## config.mk

```make
export PLATFORM = sky130hd
export DESIGN_NAME = crc16_frame_receiver_core
export DESIGN_NICKNAME = d
export VERILOG_FILES = /design/src/sv/crc16fr_pkg.sv /design/src/sv/crc16_frame_receiver_core.sv
export SDC_FILE = /design/constraint.sdc
export NUM_CORES = 1
export LEC_CHECK = 0
export BUFFER_PORTS_ARGS = -buffer_cell sky130_fd_sc_hd__buf_2
export CORE_UTILIZATION = 47
export CTS_BUF_LIST = sky130_fd_sc_hd__clkbuf_4
export DETAILED_ROUTE_END_ITERATION = 7
export PLACE_DENSITY_LB_ADDON = 0.08
export SKIP_CTS_REPAIR_TIMING = 1
export SYNTH_ARGS = -nofsm -noshare
export SYNTH_HDL_FRONTEND = slang
export SYNTH_SLANG_ARGS = --single-unit
```

## constraint.sdc

```tcl
create_clock -name clk_i -period 5.3 [get_ports clk_i]
set_input_delay 0.53 -clock clk_i [delete_from_list [all_inputs] [get_ports clk_i]]
set_output_delay 0.53 -clock clk_i [all_outputs]
set_load 0.02 [all_outputs]
```

## src/sv/crc16fr_pkg.sv

```systemverilog
// Package for the CRC-16 frame receiver: widths, frame constants, event codes
// and the byte-wide CRC-16 update. No dependencies.
package crc16fr_pkg;

  localparam int unsigned FRAME_BUF_BYTES = 1024;
  localparam int unsigned CNT_W       = $clog2(FRAME_BUF_BYTES) + 1;
  localparam int unsigned DELAY_LEN   = 6;
  localparam int unsigned BLEN_W      = 11;
  localparam int unsigned OUT_DATA_W  = 56;
  localparam int unsigned OUT_USER_W  = 3;

  localparam logic [15:0] CRC_POLY  = 16'h1021;
  localparam logic [15:0] CRC_MSB   = 16'h8000;
  localparam logic [7:0]  HEAD_BYTE = 8'hBE;
  localparam logic [7:0]  END_BYTE  = 8'hED;

  typedef enum logic [1:0] {
    EV_CONTINUE  = 2'd0,
    EV_FRAME_OK  = 2'd1,
    EV_CRC_ERROR = 2'd2,
    EV_DROP      = 2'd3
  } event_e;

  function automatic logic [15:0] crc_feed(input logic [15:0] crc, input logic [7:0] b);
    logic [15:0] c;
    c = crc ^ {b, 8'h00};
    for (int k = 0; k < 8; k++) begin
      if ((c & CRC_MSB) != 16'h0000) begin
        c = (c << 1) ^ CRC_POLY;
      end else begin
        c = c << 1;
      end
    end
    return c;
  endfunction

endpackage

```

## src/sv/crc16_frame_receiver_core.sv

```systemverilog
// A result is registered and appears on the master side in the cycle after its byte
// is accepted. Throughput: one byte per cycle while the master side takes results; one
// request in, one result out, with the CRC and delay-line update done combinationally.
// Reset: asynchronous, active low; returns to hunt mode with count, delay line,
// CRC, command and length cleared and no result pending.
// Byte-serial deframer: header hunt, six-byte delay line, CRC-16 check.
// Depends on crc16fr_pkg.
module crc16_frame_receiver_core
  import crc16fr_pkg::*;
(
  input  logic                  clk_i,
  input  logic                  rst_ni,
  input  logic                  s_axis_tvalid_i,
  output logic                  s_axis_tready_o,
  input  logic [7:0]            s_axis_tdata_i,   // [7:0] rx_byte
  output logic                  m_axis_tvalid_o,
  input  logic                  m_axis_tready_i,
  // [7:0] payload_byte, [23:8] command, [39:24] declared_length,
  // [50:40] body_length, [55:51] zero
  output logic [OUT_DATA_W-1:0] m_axis_tdata_o,
  output logic [OUT_USER_W-1:0] m_axis_tuser_o     // [1:0] event_res, [2] payload_valid
);

  logic             in_body_q, in_body_d;
  logic [CNT_W-1:0] cnt_q, cnt_d, cnt_new;
  logic [7:0]       line_q [DELAY_LEN];
  logic [7:0]       line_d [DELAY_LEN];
  logic [15:0]      crc_q, crc_d;
  logic [15:0]      cmd_q, cmd_d;
  logic [15:0]      len_q, len_d;

  logic              out_valid_q;
  event_e            ev_q, ev_d;
  logic              pv_q, pv_d;
  logic [7:0]        pb_q, pb_d;
  logic [15:0]       ocmd_q, ocmd_d;
  logic [15:0]       olen_q, olen_d;
  logic [BLEN_W-1:0] blen_q, blen_d;

  logic       s_acc;
  logic [7:0] b;
  logic       four_head, four_end, clear_line;
  logic [15:0] crc_got;

  assign s_axis_tready_o = !out_valid_q || m_axis_tready_i;
  assign s_acc           = s_axis_tvalid_i && s_axis_tready_o;
  assign b               = s_axis_tdata_i;
  assign cnt_new         = cnt_q + CNT_W'(1);
  assign four_head = (line_q[3] == HEAD_BYTE) && (line_q[4] == HEAD_BYTE) &&
                     (line_q[5] == HEAD_BYTE) && (b == HEAD_BYTE);
  assign four_end  = (line_q[3] == END_BYTE) && (line_q[4] == END_BYTE) &&
                     (line_q[5] == END_BYTE) && (b == END_BYTE);
  assign crc_got   = {line_q[1], line_q[2]};

  always_comb begin
    in_body_d  = in_body_q;
    cnt_d      = cnt_new;
    crc_d      = crc_q;
    cmd_d      = cmd_q;
    len_d      = len_q;
    clear_line = 1'b0;
    ev_d       = EV_CONTINUE;
    pv_d       = 1'b0;
    pb_d       = 8'h00;
    ocmd_d     = 16'h0000;
    olen_d     = 16'h0000;
    blen_d     = '0;
    for (int i = 0; i < DELAY_LEN - 1; i++) begin
      line_d[i] = line_q[i+1];
    end
    line_d[DELAY_LEN-1] = b;

    if (!in_body_q) begin
      if (cnt_new >= CNT_W'(4) && four_head) begin
        clear_line = 1'b1;
        crc_d      = 16'h0000;
        cmd_d      = 16'h0000;
        len_d      = 16'h0000;
        in_body_d  = 1'b1;
      end else if (cnt_new >= CNT_W'(4) && four_end) begin
        clear_line = 1'b1;
      end else if (cnt_new >= CNT_W'(FRAME_BUF_BYTES)) begin
        clear_line = 1'b1;
        ev_d       = EV_DROP;
      end
    end else begin
      if (cnt_q == CNT_W'(0)) begin
        len_d = {b, len_q[7:0]};
      end else if (cnt_q == CNT_W'(1)) begin
        len_d = {len_q[15:8], b};
      end else if (cnt_q == CNT_W'(2)) begin
        cmd_d = {b, cmd_q[7:0]};
      end else if (cnt_q == CNT_W'(3)) begin
        cmd_d = {cmd_q[15:8], b};
      end
      if (cnt_new >= CNT_W'(DELAY_LEN + 1)) begin
        crc_d = crc_feed(crc_q, line_q[0]);
        if (cnt_new >= CNT_W'(DELAY_LEN + 5)) begin
          pv_d = 1'b1;
          pb_d = line_q[0];
        end
      end
      if (cnt_new >= CNT_W'(DELAY_LEN) && four_end) begin
        ev_d       = (crc_got == crc_d) ? EV_FRAME_OK : EV_CRC_ERROR;
        ocmd_d     = cmd_d;
        olen_d     = len_d;
        blen_d     = BLEN_W'(cnt_new);
        clear_line = 1'b1;
        in_body_d  = 1'b0;
      end else if (cnt_new >= CNT_W'(FRAME_BUF_BYTES)) begin
        clear_line = 1'b1;
        in_body_d  = 1'b0;
        ev_d       = EV_DROP;
      end
    end

    if (clear_line) begin
      cnt_d = '0;
      for (int i = 0; i < DELAY_LEN; i++) begin
        line_d[i] = 8'h00;
      end
    end
  end

  always_ff @(posedge clk_i or negedge rst_ni) begin
    if (!rst_ni) begin
      in_body_q   <= 1'b0;
      cnt_q       <= '0;
      crc_q       <= 16'h0000;
      cmd_q       <= 16'h0000;
      len_q       <= 16'h0000;
      out_valid_q <= 1'b0;
      for (int i = 0; i < DELAY_LEN; i++) begin
        line_q[i] <= 8'h00;
      end
    end else begin
      if (s_acc) begin
        in_body_q <= in_body_d;
        cnt_q     <= cnt_d;
        crc_q     <= crc_d;
        cmd_q     <= cmd_d;
        len_q     <= len_d;
        for (int i = 0; i < DELAY_LEN; i++) begin
          line_q[i] <= line_d[i];
        end
      end
      if (s_acc) begin
        out_valid_q <= 1'b1;
      end else if (m_axis_tready_i) begin
        out_valid_q <= 1'b0;
      end
    end
  end

  always_ff @(posedge clk_i) begin
    if (s_acc) begin
      ev_q   <= ev_d;
      pv_q   <= pv_d;
      pb_q   <= pb_d;
      ocmd_q <= ocmd_d;
      olen_q <= olen_d;
      blen_q <= blen_d;
    end
  end

  assign m_axis_tvalid_o = out_valid_q;
  assign m_axis_tuser_o  = {pv_q, ev_q};
  assign m_axis_tdata_o  = {(OUT_DATA_W - BLEN_W - 40)'(0), blen_q, olen_q, ocmd_q, pb_q};

`ifndef SYNTHESIS
  a_cnt_bound: assert property (@(posedge clk_i) disable iff (!rst_ni)
    cnt_q < CNT_W'(FRAME_BUF_BYTES))
    else $error("byte count reached frame limit");

  a_header_clears: assert property (@(posedge clk_i) disable iff (!rst_ni)
    s_acc && !in_body_q && cnt_new >= CNT_W'(4) && four_head
    |=> in_body_q && cnt_q == CNT_W'(0) && crc_q == 16'h0000)
    else $error("header did not start a clean body");

  a_event_to_hunt: assert property (@(posedge clk_i) disable iff (!rst_ni)
    s_acc && ev_d != EV_CONTINUE |=> !in_body_q && cnt_q == CNT_W'(0))
    else $error("frame end or drop did not return to hunt");

  a_end_min_len: assert property (@(posedge clk_i) disable iff (!rst_ni)
    out_valid_q && (ev_q == EV_FRAME_OK || ev_q == EV_CRC_ERROR)
    |-> blen_q >= BLEN_W'(DELAY_LEN))
    else $error("frame end with short body");
`endif

endmodule
```

# == Word-level counts from Yosys, hierarchy flattened ==
# Index checks and enable logic that the tools add are counted.
# classes
magnitude_cmp,5
add_sub_neg,1
n_reduce_logical,19
n_bitwise,9
n_eq_ne,12
muxes,54
# op_table
op,count
$mux W16,24
$mux W13,8
$eq A8 B8 Y1 const B,8
$mux W48,1
$ge A11 B3 Y1 const B,3
$not A3 Y3,8
$eq A11 B2 Y1 const B,2
$eq A16 B16 Y1,1
$mux W8,2
$xor A16 B16 Y16,1
$mux W1,12
$mux W2,6
$add A11 B1 Y11 const B,1
$eq A11 B1 Y1 const B,1
$ge A11 B11 Y1 const B,1
$ge A11 B4 Y1 const B,1
$logic_not A11 Y1,1
$mux W11,1
$logic_and A1 B1 Y1,10
$reduce_and A2 Y1,3
$reduce_bool A2 Y1,2
$reduce_and A3 Y1,1
$logic_not A1 Y1,1
$logic_or A1 B1 Y1,1
# totals
input_bits,12
output_inout_bits,61
regBits,163

# == Longest topological paths before layout ==
# Gate-level depths: netlist (run 1).
# depth
ltp_word,37
ltp_mapped,12
ltp_nobuf,10

# == Worst setup path before layout (run 1) ==
# OpenSTA, ideal clock, no wires.
# synth_timing
path_type,input-to-reg
from,input port m_axis_tready_i
to,"register blen_q[0], enable pin"
path_stages,4
path_buffers,1
required_time_ns,4.860
path_slack_ns,2.131
arrival_time_ns,2.730
setup_ns,0.440
path_cell_list,nand2b_1 -> nand2_1 -> clkinv_1 -> clkbuf_1
# synth_between
elab_chain_len,2
# synth_lines
element,line,text
"start, declared",crc16_frame_receiver_core.sv:17,"input logic m_axis_tready_i,"
$logic_or A1 B1 Y1,crc16_frame_receiver_core.sv:45,assign s_axis_tready_o = !out_valid_q || m_axis_tready_i;
$logic_and A1 B1 Y1,crc16_frame_receiver_core.sv:46,assign s_acc = s_axis_tvalid_i && s_axis_tready_o;
named net s_acc,crc16_frame_receiver_core.sv:40,logic s_acc;
"end signal, assigned",crc16_frame_receiver_core.sv:162,blen_q <= blen_d;
"end, declared",crc16_frame_receiver_core.sv:38,"logic [BLEN_W-1:0] blen_q, blen_d;"
# The timed path passes the listed nets, and every way through them passes these cells.
# A chain may end at the register's enable or synchronous reset.

# == Worst setup path in the final report (run 1) ==
# layout_timing
from,register cnt_q[0]
to,register crc_q[11]
# layout_between
elab_chain_len,5
elab_cells_between_ends,9
classes_between,add/sub: 1; order compare: 2; mux: 3; reduce/logical: 3
# layout_lines
element,line,text
"start, declared",crc16_frame_receiver_core.sv:25,"logic [CNT_W-1:0] cnt_q, cnt_d, cnt_new;"
"start signal, assigned",crc16_frame_receiver_core.sv:139,cnt_q <= cnt_d;
$add A11 B1 Y11 *,crc16_frame_receiver_core.sv:48,assign cnt_new = cnt_q + CNT_W'(1);
$ge A11 B3 Y1 (on tied branches),"crc16_frame_receiver_core.sv:96, crc16_frame_receiver_core.sv:74",
$mux W16 / $logic_and A1 B1 Y1 (equally long branches),"crc16_frame_receiver_core.sv:96, crc16_frame_receiver_core.sv:74",
$mux W16 / $reduce_bool A2 Y1 (equally long branches),-,
$mux W16 / $reduce_and A2 Y1 (equally long branches),-,
"end signal, assigned",crc16_frame_receiver_core.sv:140,crc_q <= crc_d;
"end, declared",crc16_frame_receiver_core.sv:28,"logic [15:0] crc_q, crc_d;"
# Every way passes the cells marked *; elsewhere a longest branch is shown, timed or not. The select of a mux whose other input is x is not followed.

==> results by group, run 1 <==
Outcome
  – Result of the run: completed

Yosys
  – Number of warnings reported in the yosys synthesis log: 0
  – Proportion of synthesized chip area in sequential cells: 0.540
  – Largest area contributor in the synthesized netlist: sky130_fd_sc_hd__dfrtp_1
  – Leading register cell type out of synthesis: sky130_fd_sc_hd__dfrtp_1
  – Synthesized area: 0.00806 sq mm
  – Count of flip-flops with a built-in enable after synthesis: 54
  – Proportion of register bits with asynchronous set or reset after synthesis: 0.669
  – Number of storage elements in the synthesis netlist: 163
  – Cell variety after synth: 66
  – Top cells by area, synth: sky130_fd_sc_hd__dfrtp_1, sky130_fd_sc_hd__edfxtp_1, sky130_fd_sc_hd__nand2_1
  – Number of standard cells after synthesis: 762
  – Yosys top cell area share: 0.339
  – Post-synthesis area per instance: 10.6 sq um

STA
  – Final Hold Violating Endpoints: 0
  – Unrepaired setup endpoints after global routing: no
  – Final critical path time including I/O delays and setup: 4010 ps
  – Final period util: 0.757
  – Maximum operating frequency: 0.249 GHz
  – Total negative slack for setup checks: 0 ps
  – Setup-violating endpoint count in the final report: 0
  – Transition time of the tightest slew-check pin: 1280 ps
  – Max-slew violation count: 0
  – Layout Skew: 20.1 ps
  – Headroom to the max-slew limit: 0.140
  – Final Hold Slack: 51.2 ps
  – Setup WS post-layout: 1290 ps

Worst setup path
  – Number of buffers and inverters on the critical path: 0
  – Source of the critical timing path: cnt_q[0]$_DFFE_PN0P_
  – Category of cells accounting for the largest share of critical-path delay: compound AO/OA/AOI/OAI gates
  – Critical Path Max Stage Delay: 990 ps
  – Worst Path Required: 5740 ps
  – Category of the worst setup path launch point: register
  – Kind of end point of the critical path: register
  – Setup Crit Path Kind: register to register
  – Chain of cells forming the critical path: ha_1 -> and3_1 -> nor4_2 -> o32ai_2 -> o41ai_1 -> a21oi_1 -> o21ai_1 -> a22o_1
  – Startpoint of the most critical register-to-register path: cnt_q[0]$_DFFE_PN0P_
  – Reg2Reg Setup Slack: 1290 ps
  – Critical-path top delay cell: sky130_fd_sc_hd__o32ai_2
  – Data arrival, critical path: 4460 ps
  – Maximum net fanout on the critical path: 18

CTS
  – Number of sinks handled by clock tree synthesis: 163
  – CTS tree: built
  – Number of clock buffers inserted by TritonCTS: 17
  – Level count of the clock H-tree: 4
  – Clock tree root driver cell: sky130_fd_sc_hd__clkbuf_4
  – Clock network latency to the later pin of the worst-skew pair: 560 ps
  – Clock tree buffer depth: 2
  – Clock transition at path regs: 130 ps

Route
  – First-pass iteration count of the detailed router: 5
  – Total wire length after detailed routing: 18700 um
  – DRT antenna net count: 0
  – Per-cell routed wire length: 18.1 um
  – First-iteration detailed-routing DRC count: 458
  – Total number of vias: 5877
  – DRC errors left: 0
  – Routed vias/inst: 5.69

Die
  – Initial Util: 0.484
  – Core ar.: 0.0166 sq mm
  – Horizontal extent of the die: 133 um
  – Area of the die: 0.0177 sq mm
  – Top-level I/O count: 73
  – DIE HEIGHT: 133 um
  – Number of placement rows: 47

Layout
  – Growth of design area from synthesis to finish: 8.54%
  – Final Net Count: 815
  – Layout Utilization: 0.526
  – Share of layout cells above drive strength 1: 0.158

Global routing
  – Global-route congestion overflow total: 0
  – Routing usage on met1: 0.303
  – Routing usage on met3: 0.0456
  – Global-route wire length before repair: 30500 um
  – Initial antenna violation count: 1
  – Number of global-route vias before repair: 5827
  – Met2 routing resource usage after global routing: 0.357
  – Pin count of the biggest net entering global routing: 71
  – Global router's overall resource usage: 0.223
  – Peak-usage layer in the global routing report: met2

Pwr
  – Leakage: 3.71 nW
  – Internal Pwr Total: 2.45 mW
  – Sequential Power Share: 0.435
  – Clock share of power: 0.190
  – Switching Fraction: 0.378
  – Pwr per Cell Area: 450 mW/mm^2
  – NetSw: 1.49 mW
  – Worst supply voltage drop on vdd: 0.160 mV
  – Relative contribution of combinational cells to total power: 0.375

Place
  – RD Place Congestion: 0.862
  – I/O Buffers: 67
  – Post-placement setup slack: 1340 ps
  – HPWL reported at the end of detailed placement: 12400 um

Min path
  – HP Class: input port to async pin

Run
  – Maximum Capacitance Violations: 0
==> power by group through the flow <==
stage | registers [mW] | logic [mW] | clock network [mW]
floorplan | 1.68 | 1.18 | 0
global placement | 1.73 | 1.45 | 0
detailed placement | 1.73 | 1.47 | 0
CTS | 1.71 | 1.47 | 0.770
global route | 1.74 | 1.62 | 0.819
finish | 1.71 | 1.48 | 0.746
==> worst paths after layout <==
kind	end	cells past startpoint
setup / recovery	crc_q[11]$_DFFE_PN0P_	8
hold / removal	m_axis_tvalid_o$_DFFE_PN0P_	1
setup reg to reg	crc_q[11]$_DFFE_PN0P_	8
hold reg to reg	len_q[14]$_DFFE_PN0P_	1
max in group asynchronous	crc_q[2]$_DFFE_PN0P_	2
min in group clk_i	m_axis_tvalid_o$_DFFE_PN0P_	2
==> cells by family (layout without fill, tap and decap cells) <==
family                     count (synthesis)  after routing  share of synthesized area
xor gates and xnor gates                  46             46                     0.0613
adders and majority gates                  4              4                    0.00621
and+or+nand+nor                          291            291                      0.175
other                                      1              6                   0.000465
buffers and inverters                     68            114                     0.0402
AOI/OAI and AO/OA                        164            164                      0.145
DFF                                      163            163                      0.540
muxes                                     25             25                     0.0317
==> layout make-up <==
cell class                 instances  area (sq um)
antenna                            1          2.50
clock buffer                      22           165
clock inverter                    10           125
fill                            1512          7900
inverter                          10          40.0
multi-input combinational        535          3410
sequential                       163          4350
tap                              220           275
timing repair buffer              72           375
==> cells in the final DEF (no fill, tap or decap), types with 6 or more instances in the layout <==
master	n
sky130_fd_sc_hd__nand3_1	29
sky130_fd_sc_hd__o21ai_0	57
sky130_fd_sc_hd__dfrtp_1	109
sky130_fd_sc_hd__mux2i_1	24
sky130_fd_sc_hd__buf_4	6
sky130_fd_sc_hd__edfxtp_1	54
sky130_fd_sc_hd__nand4_1	17
sky130_fd_sc_hd__and2_1	15
sky130_fd_sc_hd__a21oi_1	16
sky130_fd_sc_hd__a22o_1	44
sky130_fd_sc_hd__nand2_1	125
sky130_fd_sc_hd__nor4bb_1	8
sky130_fd_sc_hd__nor2_1	55
sky130_fd_sc_hd__clkbuf_4	22
sky130_fd_sc_hd__buf_2	66
sky130_fd_sc_hd__o22ai_1	12
sky130_fd_sc_hd__or4_1	7
sky130_fd_sc_hd__xor2_1	14
sky130_fd_sc_hd__xnor2_1	25
sky130_fd_sc_hd__inv_1	9
==> cell usage after synthesis, types with 8 or more instances <==
cell type	count
sky130_fd_sc_hd__a21oi_1	16
sky130_fd_sc_hd__a22o_1	44
sky130_fd_sc_hd__and2_1	15
sky130_fd_sc_hd__buf_4	12
sky130_fd_sc_hd__clkbuf_1	35
sky130_fd_sc_hd__dfrtp_1	109
sky130_fd_sc_hd__edfxtp_1	54
sky130_fd_sc_hd__inv_1	9
sky130_fd_sc_hd__mux2i_1	24
sky130_fd_sc_hd__nand2_1	126
sky130_fd_sc_hd__nand3_1	29
sky130_fd_sc_hd__nand4_1	17
sky130_fd_sc_hd__nor2_1	55
sky130_fd_sc_hd__nor4bb_1	8
sky130_fd_sc_hd__o21ai_0	57
sky130_fd_sc_hd__o22ai_1	12
sky130_fd_sc_hd__xnor2_1	25
sky130_fd_sc_hd__xor2_1	14
==> sequential cells by signal, indices dropped and copies added (netlist names) <==
signal,count
line_q,32
cmd_q,16
crc_got,16
crc_q,16
len_q,16
ocmd_q,16
olen_q,16
blen_q,11
cnt_q,11
pb_q,8
ev_q,2
in_body_q,1
m_axis_tvalid_o,1
pv_q,1
==> per-layer routing <==
metal	part of all wire	up-vias	wire length (um)
met5	0	-	0
met4	0.013	0	234
met3	0.042	17	785
met2	0.48	142	8900
met1	0.47	2926	8760
li1	-	2792	-
==> metrics by stage <==
stage	total power, mW	instances	instance area (sq um)
6_report	3.93	1033	8750
5_1_grt	4.18	1033	8750
4_1_cts	3.95	1032	8740
3_5_place_dp	3.20	1000	8450
3_3_place_gp	3.17	1000	8450
2_1_floorplan	2.85	766	8070
==> worst reg2reg max path, cell delays in order (launching register included) <==
cell and delay (ps):
sky130_fd_sc_hd__dfrtp_1 560, sky130_fd_sc_hd__ha_1 360, sky130_fd_sc_hd__and3_1 370, sky130_fd_sc_hd__nor4_2 90, sky130_fd_sc_hd__o32ai_2 990, sky130_fd_sc_hd__o41ai_1 210, sky130_fd_sc_hd__a21oi_1 420, sky130_fd_sc_hd__o21ai_1 540
sky130_fd_sc_hd__a22o_1 360
Power figures use the tool's default switching activity.
==> run 2: changes to the inputs <==
- clock period: 5.3 -> 3.8 ns (I/O delays scaled with it)
==> results by group, run 2 (synthesis gave the netlist of run 1 again) <==
Global routing
  – Initial antenna violation count: 1
  – Global router's overall resource usage: 0.229
  – Pin count of the biggest net entering global routing: 71
  – Global-route wire length before repair: 31500 um
  – Global-route congestion overflow total: 0
  – Number of global-route vias before repair: 5849

CTS
  – Clock tree root driver cell: sky130_fd_sc_hd__clkbuf_4
  – Number of sinks handled by clock tree synthesis: 163
  – Level count of the clock H-tree: 4
  – Number of clock buffers inserted by TritonCTS: 17
  – CTS tree: built
  – Clock transition at path regs: 120 ps
  – Clock tree buffer depth: 2
  – Clock network latency to the later pin of the worst-skew pair: 580 ps

Layout
  – Most common cell after layout, fill and taps aside: sky130_fd_sc_hd__nand2_1
  – Growth of design area from synthesis to finish: 9.86%
  – Area occupied by multi-input gates: 0.00341 sq mm
  – Share of layout cells above drive strength 1: 0.166
  – Register with the highest flop count: line_q
  – Final non-filler cell total: 1044
  – Most used cells in the layout excluding fill and tap cells: sky130_fd_sc_hd__nand2_1, sky130_fd_sc_hd__dfrtp_1, sky130_fd_sc_hd__buf_2, sky130_fd_sc_hd__o21ai_0, sky130_fd_sc_hd__nor2_1
  – Register cell area after layout: 0.00435 sq mm
  – Number of fill cells in the layout: 1531
  – Final Net Count: 827
  – Flip-flop count of the largest register after layout: 32

Pwr
  – Worst supply voltage drop on vdd: 0.276 mV
  – Pwr per Cell Area: 634 mW/mm^2
  – Leakage: 3.77 nW

Outcome
  – Result of the run: completed

STA
  – Unrepaired setup endpoints after global routing: no
  – Final period util: 0.939
  – Setup-violating endpoint count in the final report: 0
  – Headroom to the max-slew limit: 0.268
  – Total negative slack for setup checks: 0 ps
  – Layout Skew: 29.0 ps
  – Maximum operating frequency: 0.280 GHz
  – Final critical path time including I/O delays and setup: 3570 ps
  – Max-slew violation count: 0
  – Transition time of the tightest slew-check pin: 1100 ps
  – Final Hold Violating Endpoints: 0

Worst setup path
  – Setup Crit Path Kind: register to register
  – Worst Path Required: 4110 ps
  – Endpoint of the lowest-slack register-to-register path: ev_q[1]$_DFFE_PP_
  – Reg2Reg Setup Slack: 230 ps
  – Maximum net fanout on the critical path: 15
  – Count of cells along the worst register-to-register path: 9
  – Data arrival, critical path: 3880 ps
  – Startpoint of the most critical register-to-register path: cnt_q[0]$_DFFE_PN0P_
  – Kind of end point of the critical path: register
  – Source of the critical timing path: cnt_q[0]$_DFFE_PN0P_
  – Category of the worst setup path launch point: register

Route
  – First-pass iteration count of the detailed router: 5
  – Total number of vias: 6018
  – Total wire length after detailed routing: 19100 um
  – First-iteration detailed-routing DRC count: 492
  – Routed vias/inst: 5.76
  – Per-cell routed wire length: 18.3 um
  – DRC errors left: 0
  – DRT antenna net count: 0

Die
  – DIE HEIGHT: 133 um
  – Number of placement rows: 47
  – Core ar.: 0.0166 sq mm
  – Initial Util: 0.484
  – Horizontal extent of the die: 133 um
  – Area of the die: 0.0177 sq mm
  – Top-level I/O count: 73

Min path
  – Hold Path Depth: 2
  – Hold Startpoint: s_axis_tvalid_i
  – Worst min-delay path endpoint: m_axis_tvalid_o$_DFFE_PN0P_
  – HP Class: input port to register

Place
  – Cell total after placement: 1011
  – RD Place Congestion: 0.871
  – I/O Buffers: 67
  – HPWL reported at the end of detailed placement: 12800 um

Run
  – Maximum Capacitance Violations: 0
-- run 2: stage by stage --
step | setup WS, ps | utilization | hold slack (ps) | power, mW | instance area, sq um
after detailed placement | 298 | 0.513 | 482 | 4.53 | 8540
final | 231 | 0.532 | 41.4 | 5.61 | 8850
after CTS | 236 | 0.531 | -55.2 | 5.63 | 8840
after floorplan | 718 | - | 84.4 | 3.98 | 8070
after global routing | 14.1 | 0.532 | 13.4 | 5.96 | 8850
after global placement | 498 | 0.513 | 482 | 4.49 | 8540
-- run 2: worst max path at each step --
stage                     slack [ps]                      end
after floorplan                  720  blen_q[0]$_SDFFCE_PN0P_
after global placement           500        ev_q[1]$_DFFE_PP_
after detailed placement         300        ev_q[1]$_DFFE_PP_
after CTS                        240        ev_q[1]$_DFFE_PP_
after global routing              10        ev_q[1]$_DFFE_PP_
final                            230        ev_q[1]$_DFFE_PP_
-- run 2: worst max-delay path, cell delays in order, from the launching register on --
cell                       delay, ps
sky130_fd_sc_hd__dfrtp_1         570
sky130_fd_sc_hd__ha_1            390
sky130_fd_sc_hd__nand3_1         230
sky130_fd_sc_hd__nor4_2          390
sky130_fd_sc_hd__o32a_2          420
sky130_fd_sc_hd__nand2_2         170
sky130_fd_sc_hd__mux2_4          320
sky130_fd_sc_hd__a2111o_1        410
sky130_fd_sc_hd__nor4_2          310
sky130_fd_sc_hd__nor2_1           90
-- run 2: layer usage --
metal	GRT usage	vias up	wire, um
met5	0	-	0
met4	0.0747	0	311
met3	0.0383	28	853
met2	0.348	159	8970
met1	0.332	3017	8960
li1	-	2814	-
-- run 2: report_power, final --
part           switching [mW]  internal [mW]  leakage [nW]
logic                    1.19          0.934          1.63
registers               0.298           2.09          1.98
clock network           0.618          0.481         0.162
total                    2.11           3.50          3.77
-- run 2: cell type report --
type,count,area share
Clock inverter,11,0.0174
Clock buffer,20,0.0170
Sequential cell,163,0.491
Timing Repair Buffer,84,0.0529
Antenna cell,1,0.000283
Tap cell,220,0.0311
Inverter,10,0.00452
Multi-Input combinational cell,535,0.386
==> run 3: changes to the inputs <==
- CORE_UTILIZATION: 47 -> 25
- RECOVER_POWER: default -> 100
- clock period: 3.8 -> 3.6 ns (I/O delays scaled with it)
==> results by group, run 3 (synthesis gave the netlist of run 1 again) <==
Min path
  – HP Class: input port to register
  – Hold Path Depth: 3
  – Hold Startpoint: m_axis_tready_i

Route
  – DRC errors left: 0
  – First-pass iteration count of the detailed router: 5
  – Total wire length after detailed routing: 22300 um
  – Routed vias/inst: 4.83
  – Total number of vias: 5970
  – Per-cell routed wire length: 18.0 um
  – First-iteration detailed-routing DRC count: 375
  – DRT antenna net count: 0

Worst setup path
  – Setup Crit Path Kind: register to register
  – Kind of end point of the critical path: register
  – Maximum net fanout on the critical path: 9
  – Count of cells along the worst register-to-register path: 9
  – Source of the critical timing path: cnt_q[1]$_DFFE_PN0P_
  – Category of the worst setup path launch point: register
  – Startpoint of the most critical register-to-register path: cnt_q[1]$_DFFE_PN0P_
  – Worst Path Required: 3930 ps
  – Data arrival, critical path: 3680 ps

CTS
  – Clock tree buffer depth: 2
  – Level count of the clock H-tree: 4
  – CTS tree: built
  – Number of clock buffers inserted by TritonCTS: 17
  – Clock transition at path regs: 140 ps
  – Clock network latency to the later pin of the worst-skew pair: 600 ps
  – Number of sinks handled by clock tree synthesis: 163
  – Clock tree root driver cell: sky130_fd_sc_hd__clkbuf_4

Die
  – Top-level I/O count: 73
  – Core ar.: 0.0316 sq mm
  – Number of placement rows: 65
  – Horizontal extent of the die: 182 um
  – DIE HEIGHT: 182 um
  – Area of the die: 0.0330 sq mm
  – Initial Util: 0.255

STA
  – Max-slew violation count: 60
  – Transition time of the tightest slew-check pin: 1560 ps
  – Setup WS post-layout: 247 ps
  – Unrepaired setup endpoints after global routing: no
  – Total negative slack for setup checks: 0 ps
  – Headroom to the max-slew limit: -0.0428
  – Final Hold Violating Endpoints: 0
  – Final critical path time including I/O delays and setup: 3350 ps
  – Setup-violating endpoint count in the final report: 0
  – Final period util: 0.932
  – Layout Skew: 36.2 ps
  – Final Hold Slack: 101 ps
  – Maximum operating frequency: 0.298 GHz

Layout
  – Number of fill cells in the layout: 3339
  – Growth of design area from synthesis to finish: 12.2%
  – Most common cell after layout, fill and taps aside: sky130_fd_sc_hd__nand2_1
  – Share of layout cells above drive strength 1: 0.0995
  – Final Net Count: 837
  – Register with the highest flop count: line_q
  – Most used cells in the layout excluding fill and tap cells: sky130_fd_sc_hd__nand2_1, sky130_fd_sc_hd__dfrtp_1, sky130_fd_sc_hd__o21ai_0, sky130_fd_sc_hd__clkbuf_1, sky130_fd_sc_hd__nor2_1
  – Flip-flop count of the largest register after layout: 32

Global routing
  – Pin count of the biggest net entering global routing: 114
  – Global-route wire length before repair: 36000 um
  – Global router's overall resource usage: 0.142
  – Initial antenna violation count: 1
  – Number of global-route vias before repair: 6183
  – Global-route congestion overflow total: 0

Run
  – Maximum Capacitance Violations: 1

Place
  – RD Place Congestion: 0.790
  – HPWL reported at the end of detailed placement: 15200 um
  – Post-placement setup slack: 284 ps
  – I/O Buffers: 67

Pwr
  – Leakage: 3.60 nW
  – Worst supply voltage drop on vdd: 0.212 mV
  – Pwr per Cell Area: 667 mW/mm^2
  – Power, Total: 6.03 mW

Outcome
  – Result of the run: finished with violations
  – Violated checks: capacitance limit, slew limit
-- run 3: power by group --
part	switching (mW)	internal [mW]
registers	0.309	2.21
logic	1.30	0.999
clock network	0.719	0.498
total	2.33	3.70
-- run 3: cell type report --
class / count / area, sq um / area share
Clock buffer: 18 / 135 / 0.0150
Tap cell: 402 / 503 / 0.0557
Antenna cell: 1 / 2.50 / 0.000277
Clock inverter: 14 / 176 / 0.0195
Inverter: 10 / 38.8 / 0.00429
Timing Repair Buffer: 94 / 452 / 0.0500
Multi-Input combinational cell: 535 / 3380 / 0.374
Sequential cell: 163 / 4350 / 0.481
-- run 3: critical path: stages, from the launching register on --
cell	delay (ps)
sky130_fd_sc_hd__dfrtp_1	480
sky130_fd_sc_hd__ha_1	340
sky130_fd_sc_hd__and3_1	400
sky130_fd_sc_hd__nor4_2	90
sky130_fd_sc_hd__o32ai_1	640
sky130_fd_sc_hd__o41ai_4	180
sky130_fd_sc_hd__clkbuf_1	280
sky130_fd_sc_hd__o21bai_1	240
sky130_fd_sc_hd__nor4_2	360
sky130_fd_sc_hd__nor2_1	90
-- run 3: routing by layer --
layer / GRT usage / wire length [um] / up-vias
li1: - / - / 2840
met1: 0.198 / 10900 / 3002
met2: 0.221 / 10300 / 110
met3: 0.0267 / 660 / 18
met4: 0.0431 / 335 / 0
met5: 0 / 0 / -
-- run 3: worst paths after layout --
kind,endpoint,slack [ps]
worst max-delay path,ev_q[1]$_DFFE_PP_,250
worst min-delay path,m_axis_tvalid_o$_DFFE_PN0P_,100
worst max register to register,ev_q[1]$_DFFE_PP_,250
worst min register to register,len_q[3]$_DFFE_PN0P_,510
max in group asynchronous,line_q[23]$_DFFE_PN0P_,830
min in group asynchronous,line_q[42]$_DFFE_PN0P_,600
-- run 3: through the flow --
stage	utilization	area [sq um]	cells
after CTS	0.290	9170	1234
after floorplan	-	8070	766
final	0.286	9040	1237
after global routing	0.286	9040	1237
after global placement	0.280	8860	1202
after detailed placement	0.280	8860	1202
